===== src/hdl/brr_block_decoder_top_macros.svh =====
// Assertion macros for the block decoder top level.
// Expects clk and rst_n in the scope where a macro is used.
`ifndef BRR_BLOCK_DECODER_TOP_MACROS_SVH
`define BRR_BLOCK_DECODER_TOP_MACROS_SVH

// same-cycle implication
`define BRR_ASSERT_IMP(lbl, ante, cons) \
  lbl: assert property (@(posedge clk) disable iff (!rst_n) (ante) |-> (cons)) \
    else $error("brr_block_decoder: same-cycle check failed");

// next-cycle implication
`define BRR_ASSERT_NXT(lbl, ante, cons) \
  lbl: assert property (@(posedge clk) disable iff (!rst_n) (ante) |=> (cons)) \
    else $error("brr_block_decoder: next-cycle check failed");

`endif


===== src/hdl/brr_pkg.sv =====
// Shared types and constants of the block decoder.
// No dependencies.
package brr_pkg;

  localparam logic [3:0] BLOCK_LAST  = 4'd8;
  localparam logic [3:0] SHIFT_LIMIT = 4'd12;

  localparam logic [1:0] FLT_NONE = 2'd0;
  localparam logic [1:0] FLT_ONE  = 2'd1;
  localparam logic [1:0] FLT_TWO  = 2'd2;
  localparam logic [1:0] FLT_THREE = 2'd3;

  typedef enum logic [1:0] {
    ST_IDLE,
    ST_HI,
    ST_LO
  } brr_state_t;

  typedef struct packed {
    logic load;
    logic header;
    logic dec_hi;
    logic dec_lo;
  } brr_cmd_t;

  typedef struct packed {
    logic pos_zero;
    logic out_free;
  } brr_sts_t;

endpackage


===== src/hdl/brr_block_decoder_top.sv =====
// BRR block decoder: a data beat is accepted, then decoded high nibble first,
// low nibble once the result register is free; a header beat is only accepted.
// The single predictor decodes the two nibbles of a byte one after the other.
// A finished result waits in the output register while the next beat is taken.
// Depends on brr_pkg, brr_ctrl, brr_dp, brr_pred and the macros header.
`include "brr_block_decoder_top_macros.svh"

module brr_block_decoder_top (
  input  logic        clk,
  input  logic        rst_n,
  input  logic        in_tvalid,
  output logic        in_tready,
  input  logic [7:0]  in_tdata,   // data_byte[7:0]
  input  logic        in_tuser,   // restart
  output logic        out_tvalid,
  input  logic        out_tready,
  output logic [31:0] out_tdata,  // sample_first[15:0], sample_second[31:16]
  output logic [1:0]  out_tuser   // end_block[0], loop_block[1]
);
  import brr_pkg::*;

  brr_cmd_t cmd;
  brr_sts_t sts;

  brr_ctrl u_ctrl (
    .clk       (clk),
    .rst_n     (rst_n),
    .in_tvalid (in_tvalid),
    .in_tuser  (in_tuser),
    .in_tready (in_tready),
    .sts       (sts),
    .cmd       (cmd)
  );

  brr_dp u_dp (
    .clk        (clk),
    .rst_n      (rst_n),
    .cmd        (cmd),
    .sts        (sts),
    .data_byte  (in_tdata),
    .restart    (in_tuser),
    .out_tready (out_tready),
    .out_tvalid (out_tvalid),
    .out_tdata  (out_tdata),
    .out_tuser  (out_tuser)
  );

  `BRR_ASSERT_IMP(a_commit_free, cmd.dec_lo, sts.out_free)
  `BRR_ASSERT_NXT(a_header_no_dec, cmd.load && cmd.header, !cmd.dec_hi && in_tready)
  `BRR_ASSERT_NXT(a_hi_then_busy, cmd.dec_hi, !in_tready)
  `BRR_ASSERT_IMP(a_valid_source, $rose(out_tvalid), $past(cmd.dec_lo))

endmodule


===== src/hdl/brr_pred.sv =====
// Two-tap predictor: scales one nibble and adds the selected prediction.
// Depends on brr_pkg for the filter codes.
module brr_pred (
  input  logic [3:0]  nibble,
  input  logic [3:0]  shift,
  input  logic [1:0]  filter,
  input  logic [15:0] hist_p,
  input  logic [15:0] hist_q,
  output logic [15:0] sample
);
  import brr_pkg::*;

  logic signed [23:0] pw;
  logic signed [23:0] qw;
  logic signed [23:0] base;
  logic signed [23:0] p15;
  logic signed [23:0] p61;
  logic signed [23:0] p115;
  logic signed [23:0] q15;
  logic signed [23:0] q13;
  logic signed [23:0] pred;
  logic signed [23:0] sum;
  logic        [15:0] scaled;

  assign pw     = {{8{hist_p[15]}}, hist_p};
  assign qw     = {{8{hist_q[15]}}, hist_q};
  assign scaled = {{12{nibble[3]}}, nibble} << shift;
  assign base   = {{8{scaled[15]}}, scaled};

  assign p15  = ((pw <<< 4) - pw) >>> 4;
  assign p61  = ((pw <<< 6) - (pw <<< 1) - pw) >>> 5;
  assign p115 = ((pw <<< 7) - (pw <<< 3) - (pw <<< 2) - pw) >>> 6;
  assign q15  = ((qw <<< 4) - qw) >>> 4;
  assign q13  = ((qw <<< 4) - (qw <<< 1) - qw) >>> 4;

  always_comb begin
    unique case (filter)
      FLT_NONE:  pred = '0;
      FLT_ONE:   pred = p15;
      FLT_TWO:   pred = p61 - q15;
      FLT_THREE: pred = p115 - q13;
      default:   pred = '0;
    endcase
  end

  assign sum    = base + pred;
  assign sample = sum[15:0];

endmodule


===== src/hdl/brr_dp.sv =====
// Datapath: block position, header fields, history, output register.
// Depends on brr_pkg and brr_pred.
module brr_dp (
  input  logic              clk,
  input  logic              rst_n,
  input  brr_pkg::brr_cmd_t cmd,
  output brr_pkg::brr_sts_t sts,
  input  logic [7:0]        data_byte,
  input  logic              restart,
  input  logic              out_tready,
  output logic              out_tvalid,
  output logic [31:0]       out_tdata,
  output logic [1:0]        out_tuser
);
  import brr_pkg::*;

  logic [3:0]  pos_r, pos_nxt;
  logic [3:0]  shift_r, shift_nxt;
  logic [1:0]  filter_r, filter_nxt;
  logic        end_r, end_nxt;
  logic        loop_r, loop_nxt;
  logic [15:0] hnew_r, hnew_nxt;
  logic [15:0] hold_r, hold_nxt;
  logic [7:0]  byte_r, byte_nxt;
  logic [15:0] first_r, first_nxt;
  logic [31:0] odata_r, odata_nxt;
  logic [1:0]  ouser_r, ouser_nxt;
  logic        ovalid_r, ovalid_nxt;
  logic [3:0]  nibble;
  logic [15:0] sample;

  assign nibble = cmd.dec_lo ? byte_r[3:0] : byte_r[7:4];

  brr_pred u_pred (
    .nibble (nibble),
    .shift  (shift_r),
    .filter (filter_r),
    .hist_p (hnew_r),
    .hist_q (hold_r),
    .sample (sample)
  );

  always_comb begin
    pos_nxt    = pos_r;
    shift_nxt  = shift_r;
    filter_nxt = filter_r;
    end_nxt    = end_r;
    loop_nxt   = loop_r;
    hnew_nxt   = hnew_r;
    hold_nxt   = hold_r;
    byte_nxt   = byte_r;
    first_nxt  = first_r;
    odata_nxt  = odata_r;
    ouser_nxt  = ouser_r;
    ovalid_nxt = ovalid_r && !out_tready;
    if (cmd.load) begin
      byte_nxt = data_byte;
      if (restart) begin
        hnew_nxt = '0;
        hold_nxt = '0;
      end
      if (cmd.header) begin
        shift_nxt  = (data_byte[7:4] > SHIFT_LIMIT) ? SHIFT_LIMIT : data_byte[7:4];
        filter_nxt = data_byte[3:2];
        loop_nxt   = data_byte[1];
        end_nxt    = data_byte[0];
        pos_nxt    = 4'd1;
      end
    end
    if (cmd.dec_hi) begin
      first_nxt = sample;
      hold_nxt  = hnew_r;
      hnew_nxt  = sample;
    end
    if (cmd.dec_lo) begin
      hold_nxt   = hnew_r;
      hnew_nxt   = sample;
      odata_nxt  = {sample, first_r};
      ouser_nxt  = {loop_r, end_r};
      ovalid_nxt = 1'b1;
      pos_nxt    = (pos_r == BLOCK_LAST) ? 4'd0 : pos_r + 4'd1;
    end
  end

  always_ff @(posedge clk) begin
    if (!rst_n) begin
      pos_r    <= '0;
      hnew_r   <= '0;
      hold_r   <= '0;
      ovalid_r <= 1'b0;
      shift_r  <= '0;
      filter_r <= '0;
      end_r    <= 1'b0;
      loop_r   <= 1'b0;
    end else begin
      pos_r    <= pos_nxt;
      hnew_r   <= hnew_nxt;
      hold_r   <= hold_nxt;
      ovalid_r <= ovalid_nxt;
      shift_r  <= shift_nxt;
      filter_r <= filter_nxt;
      end_r    <= end_nxt;
      loop_r   <= loop_nxt;
    end
  end

  always_ff @(posedge clk) begin
    byte_r  <= byte_nxt;
    first_r <= first_nxt;
    odata_r <= odata_nxt;
    ouser_r <= ouser_nxt;
  end

  assign sts.pos_zero = (pos_r == 4'd0);
  assign sts.out_free = !ovalid_r || out_tready;
  assign out_tvalid   = ovalid_r;
  assign out_tdata    = odata_r;
  assign out_tuser    = ouser_r;

endmodule


===== src/hdl/brr_ctrl.sv =====
// Controller: input handshake and sequencing of the two nibble decodes.
// Depends on brr_pkg.
module brr_ctrl (
  input  logic              clk,
  input  logic              rst_n,
  input  logic              in_tvalid,
  input  logic              in_tuser,
  output logic              in_tready,
  input  brr_pkg::brr_sts_t sts,
  output brr_pkg::brr_cmd_t cmd
);
  import brr_pkg::*;

  brr_state_t state_r, state_nxt;

  always_ff @(posedge clk) begin
    if (!rst_n) begin
      state_r <= ST_IDLE;
    end else begin
      state_r <= state_nxt;
    end
  end

  always_comb begin
    state_nxt  = state_r;
    in_tready  = 1'b0;
    cmd        = '0;
    cmd.header = in_tuser || sts.pos_zero;
    unique case (state_r)
      ST_IDLE: begin
        in_tready = 1'b1;
        cmd.load  = in_tvalid;
        if (in_tvalid && !cmd.header) begin
          state_nxt = ST_HI;
        end
      end
      ST_HI: begin
        cmd.dec_hi = 1'b1;
        state_nxt  = ST_LO;
      end
      ST_LO: begin
        if (sts.out_free) begin
          cmd.dec_lo = 1'b1;
          state_nxt  = ST_IDLE;
        end
      end
      default: begin
        state_nxt = ST_IDLE;
      end
    endcase
  end

endmodule


===== config.mk =====
export PLATFORM = sky130hd
export DESIGN_NAME = brr_block_decoder_top
export DESIGN_NICKNAME = d
export VERILOG_FILES = /design/src/hdl/brr_pkg.sv /design/src/hdl/brr_block_decoder_top.sv /design/src/hdl/brr_pred.sv /design/src/hdl/brr_dp.sv /design/src/hdl/brr_ctrl.sv
export VERILOG_INCLUDE_DIRS = /design/src /design/src/hdl
export SDC_FILE = /design/constraint.sdc
export NUM_CORES = 1
export LEC_CHECK = 0
export BUFFER_PORTS_ARGS = -buffer_cell sky130_fd_sc_hd__buf_4
export CAP_MARGIN = 10
export CELL_PAD_IN_SITES_DETAIL_PLACEMENT = 0
export CELL_PAD_IN_SITES_GLOBAL_PLACEMENT = 2
export CORE_UTILIZATION = 30
export DETAILED_ROUTE_END_ITERATION = 10
export GPL_ROUTABILITY_DRIVEN = 0
export GPL_TIMING_DRIVEN = 0
export PLACE_DENSITY_LB_ADDON = 0.1
export SLEW_MARGIN = 20
export SYNTH_ARGS = -nofsm -noshare
export SYNTH_HDL_FRONTEND = slang
export SYNTH_SLANG_ARGS = --single-unit
export TNS_END_PERCENT = 10

===== constraint.sdc =====
create_clock -name clk -period 7.6 [get_ports clk]
set_input_delay 1.14 -clock clk [delete_from_list [all_inputs] [get_ports clk]]
set_output_delay 1.14 -clock clk [all_outputs]
set_load 0.05 [all_outputs]

After elaboration in Yosys (flattened, before gate mapping)
Index checks and enable logic that the tools add are counted.

storage, ports and cells
  bits in registers = 105
  bits in latches = 0
  RAM bits = 0
  memory bits (read-only) = 0
  bits of input ports = 13
  output and inout port bits = 36
  word-level logic and storage cells = 76
  memories kept = 0

operators by class
  add/subtract/negate cells = 13
  multipliers = 0
  divide/modulo/power cells = 0
  $lt $le $gt $ge = 1
  equal/unequal tests = 8
  shift operators = 1
  mux-type cells = 22
  bitwise logic cells = 0
  reductions and logical operators = 18

operators with widths
  cell                                                  number
  2-to-1 mux 16 bit                                     6
  case mux 16 bit (4 select lines)                      1
  subtractor 20 x 16 -> 20 bit                          3
  subtractor 16 bit                                     2
  2-to-1 mux 4 bit                                      6
  subtractor 22 x 16 -> 22 bit                          1
  subtractor 22 x 18 -> 22 bit                          1
  subtractor 22 x 19 -> 22 bit                          1
  subtractor 21 x 16 -> 21 bit                          1
  subtractor 21 x 17 -> 21 bit                          1
  subtractor 20 x 17 -> 20 bit                          1
  adder 16 bit                                          1
  left shift 16 x 4 -> 16 bit                           1
  AND reduction 2 bit                                   4
  equality test 2 bit, second input constant            3
  2-to-1 mux 1 bit                                      6
  case mux 2 bit (3 select lines)                       1
  nonzero test 3 bit                                    2
  adder 4 x 1 -> 4 bit, second input constant           1
  equality test 2 x 1 -> 1 bit, second input constant   2
  equality test 4 bit, second input constant            1
  greater-than comparator 4 bit, second input constant  1
  zero test 2 bit                                       2
  zero test 4 bit                                       1
  7 further kinds                                       13

Longest topological paths before layout
  depth after elaboration = 9
  gate-level depth with buffers = 34
  mapped depth without buffers = 34

By module
A second synthesis with hierarchy kept.

unflattened totals
  cell total of the unflattened synthesis = 1267
  area total of the unflattened synthesis = 11318.4 sq um

by module, submodules not included
  module    times used  cells an instance  area each (sq um)  sequential area each (sq um)
  brr_pred  1           1013               7664.9             0.0
  brr_dp    1           242                3545.9             2642.5
  brr_ctrl  1           12                 107.6              40.0

Least setup slack after synthesis
Ideal clock, no wire load.

  kind = flip-flop to flip-flop
  start = register u_dp.hnew_r[5]
  end = register u_dp.hnew_r[15]
  setup time = 0.073 ns
  arrival time = 6.350 ns
  required time = 7.527 ns
  setup slack = 1.176 ns
  stages on the path, launching flop included = 32
  buffers on the path = 0
  clock period less this slack = 6.424 ns
  cells stage by stage = dfxtp_1 > inv_1 > fa_1 > inv_1 > fa_1 > inv_1 > ha_1 > nand4_1 > a21oi_1 > nand4b_1 > o31a_1 > and2_1 > o21a_1 > o21ai_0 > nand2b_1 > a21oi_1 > xnor2_1 > ha_1 > o21ai_0 > a21oi_1 > or3_1 > a31oi_1 > o22ai_1 > ha_1 > o21ai_0 > a21oi_1 > o21a_1 > o21a_1 > o41a_1 > xor2_1 > or4_1 > o211ai_2

on the way
  cells in the longest elaborated chain, start to end = 8
  elaborated cells between the ends (all ways) = 12
  classes of those cells = add/sub: 9; mux: 3

ends and longest elaborated chain
  element                               RTL line        RTL
  start, declared                       brr_dp.sv:22    logic [15:0] hnew_r, hnew_nxt;
  start signal, assigned                brr_dp.sv:97    hnew_r <= hnew_nxt;
  subtractor 22 x 19 -> 22 bit          brr_pred.sv:32  assign p115 = ((pw <<< 7) - (pw <<< 3) - (pw <<< 2) - pw) >>> 6;
  subtractor 22 x 18 -> 22 bit          brr_pred.sv:32
  subtractor 22 x 16 -> 22 bit          brr_pred.sv:32
  subtractor 16 bit                     brr_pred.sv:41  FLT_THREE: pred = p115 - q13;
  case mux 16 bit (4 select lines) (*)  brr_pred.sv:37  unique case (filter)
  adder 16 bit (*)                      brr_pred.sv:46  assign sum = base + pred;
  2-to-1 mux 16 bit                     brr_dp.sv:70    if (cmd.dec_hi) begin
  2-to-1 mux 16 bit (*)                 brr_dp.sv:75    if (cmd.dec_lo) begin

Mark *: on every way between the ends. The rest lies on a longest branch, timed or not.
A chain may end at the register's enable or synchronous reset.

Final worst setup path
  start = register u_dp.hnew_r[6]
  end = register u_dp.hnew_r[15]

Same word-level chain as after synthesis.

==> impl_results.md <==
* Drt pass-1 iters at 5
* LEAKAGE at a little over 0.005 uW
* H-tree levels at 3
* Critical path's slowest cell: fa_1
* R2R Path Start: u_dp.hnew_r[6]
* Max_cap viols at 0
* Startpoint types: flop
* Die height at around 190 microns
* Chip width at between 150 and 200 microns
* Main combinational cell family by area after synthesis: adder cells
* Clock Sink Count at around 110
* Vias at about 9100
* Yosys warns at 0
* First-pass GRT wire length at around 54000 microns
* Power per standard cell area at about 480 nW/um^2
* CP Data Required Time at just under 8 ns
* I/O Buffers at 48
* Worst Skew at 0.0113 ns
* Worst hold-check path type: flop to flop
* Synth Area in Compound Gates at 0.222
* Final period util at 0.960
* Gr usage total at 0.188
* Routed WL per cell at 19.3 microns
* Drt total wl at ~35000 microns
* Worst hold slack at approximately 0.42 ns
* Mux share of post-synthesis cell area at 0.0163
* Async S/R FF share, synth at 0
* Synth Net Count at around 1500
* DR vias/cell at between 5 and 6
* Worst-Margin Slew at between 0.8 and 0.9 ns
* Ys flop type: edfxtp_1
* Fill cell count at about 3800
* Outcome: finished clean
* Worst R2R End: u_dp.hnew_r[15]
* Unrepaired setup endpoints after global routing: true
* Max IR drop VDD at approximately 0.00018 V
* FF-to-FF path depth at 31
* EDFF count, synth at 58
* Max-slew violations at 0
* Post-Syn Area at approximately 11000 sq um
* Die Area at roughly 38000 sq um
* Tmin final at between 7 and 8 ns
* Initial Util at 0.304
* Dpl hpwl at 28700 microns
* Adder-cell share of the synthesized area at 0.251
* Detailed Route Iter0 Violations at roughly 430
* Distinct cells, synth at 66
* Initial antenna violation count at 0
* Total I/O pin count at 49
* Routing layer with the top usage in global route: met2
* Critical Path Max Stage Delay at roughly 0.52 ns
* Setup total negative slack at 0 ns
* Met3 Use GR at 0.0141
* GRT overflow at 0
* # nets final at 1534
* R2R setup slack at 0.31 ns
* Hold path depth at 0
* Relative slew slack at 0.402
* Fmax achieved at approximately 140 MHz
* Yosys reg bits at around 110
* Largest net degree at the start of global routing at between 40 and 50
* CP delay by family, top: compound AO/OA/AOI/OAI gates
* Layout area overhead at 13.8%
* Mapped Cells at between 1000 and 1500
* Core area at about 36000 sq um
* Critical path capture point type: flop
* Final setup viols at 0
* Register Area at approximately 2700 sq um
* CTS tree: done
* Hold Startpoint: u_dp.first_r[11]
* CP Max Fanout at 6
* Root Buffer: clkbuf_16
* Clk_lat worst skew at 0.36 ns
* Grt met2 use at 0.310
* Avg Cell Area, Syn at 8.89 sq um
* Hold violation count in the final report at 0
* Seq/Total Area, Yosys at 0.242
* Area occupied by multi-input gates at a little under 8000 sq um
* M1 GR Usage at 0.265
* Buf/Inv on CP at 3
* Clk slew on worst S/H paths at roughly 0.070 ns
* Hold-fix buffers at CTS at 0
* Number of global-route vias before repair at around 9100
* Max Buffers Root-to-Sink at 2
* Cell row count at 70
* Critical path type: flop to flop
* WHS Endpoint: u_dp.out_tdata[11]
* Proportion of layout cells with a drive suffix above 1 at 0.0952
* Post-route DRC at 0
* CTS Buf Count at 9
* DRT antenna net count at 0
* Post-synthesis simple-gate area fraction at 0.142
* WP data arrival at 7.58 ns
* ANT cells at 0
* Post-synthesis xor/xnor area fraction at 0.0782
final cells by class:
type,instances,area share
plain buffers,31,0.00942
clock inverters,3,0.00367
well taps,468,0.0464
multi-input cells,1001,0.627
flip-flops and latches,105,0.214
clock buffers,13,0.0223
repair buffers,71,0.0426
inverters,110,0.0348
kinds of logic after synthesis:
family          count (synthesis)
flops                         105
xor+xnor                       99
mux                            18
buf+inv                       141
compound gates                376
fa+ha+maj                     192
simple gates                  316
sequential cells by signal, indices dropped and copies added (netlist names), 2 cells and up:
register,flops
u_dp.filter_r,2
u_dp.shift_r,4
u_dp.out_tdata,32
u_dp.pos_r,4
u_ctrl.state_r,2
u_dp.hold_r,16
u_dp.byte_r,8
u_dp.first_r,16
u_dp.hnew_r,16
u_dp.out_tuser,2
cells in the mapped netlist, types with 18 or more instances:
master    number  area [sq um]
a21o_1        34           255
a21oi_1       99           495
a22oi_1       31           233
clkbuf_1      29           109
dfxtp_1       47           941
edfxtp_1      58          1740
fa_1          51          1020
ha_1         141          1760
inv_1        108           405
mux2i_1       18           180
nand2_1       70           263
nand2b_1      25           156
nor2_1        78           293
nor2b_1       53           332
nor3_1        30           150
o21a_1        26           195
o21ai_0       67           335
xnor2_1       65           569
xor2_1        34           298
repair_timing:
item / CTS / global route
pin swaps: 0 / 3
setup endpoints to repair: 4 / 12
gates resized for setup: 11 / 20
buffers inserted: 5 / 17
per-layer routing:
layer	vias to the layer above	wire [microns]
met5	-	0
met4	0	439
met3	19	550
met2	89	16000
met1	4343	17800
li1	4643	-
how the worst max path moves through the flow:
stage,from,slack [ns],depth (start not counted),to
finish,u_dp.hnew_r[6],0.31,31,u_dp.hnew_r[15]
global route,u_dp.hnew_r[0],-0.12,33,u_dp.hnew_r[15]
CTS,u_dp.hnew_r[7],-0.006,30,u_dp.hnew_r[15]
detailed placement,u_dp.hnew_r[0],-0.21,34,u_dp.hnew_r[15]
global placement,u_dp.hnew_r[5],-0.19,32,u_dp.hnew_r[15]
floorplan,u_dp.hnew_r[5],1.18,31,u_dp.hnew_r[15]
placed cells by master, fill, tap and decap left out, types with 8 or more instances in the layout:
cell / count
a21o_1: 34
xor2_1: 34
a21oi_1: 96
fa_1: 51
nor2_1: 77
nor2b_1: 52
o21a_1: 26
clkbuf_16: 10
clkinvlp_4: 8
buf_4: 70
clkbuf_1: 30
o21ai_0: 63
mux2i_1: 18
nor3_1: 30
a31oi_1: 12
o22ai_1: 11
ha_1: 141
inv_1: 101
edfxtp_1: 58
nand2b_1: 25
nand3_1: 15
and2_1: 9
o211ai_1: 8
dfxtp_1: 38
nand2_1: 70
xnor2_1: 65
a211oi_1: 9
o21bai_1: 15
a22oi_1: 31
metrics by stage:
step	worst slack [ns]	total power (uW)	util	std cells	instance area, sq um
2_1_floorplan	1.18	4180	-	1247	11100
3_3_place_gp	-0.191	5400	0.330	1763	12000
3_5_place_dp	-0.206	5390	0.330	1764	12000
4_1_cts	-0.00562	5960	0.341	1785	12400
5_1_grt	-0.122	6600	0.346	1802	12600
6_report	0.305	6020	0.346	1802	12600
where the power goes:
part | switching (uW) | internal, uW
registers | 17.5 | 682
clock network | 211 | 294
logic | 2830 | 1980
Power figures use the tool's default switching activity.
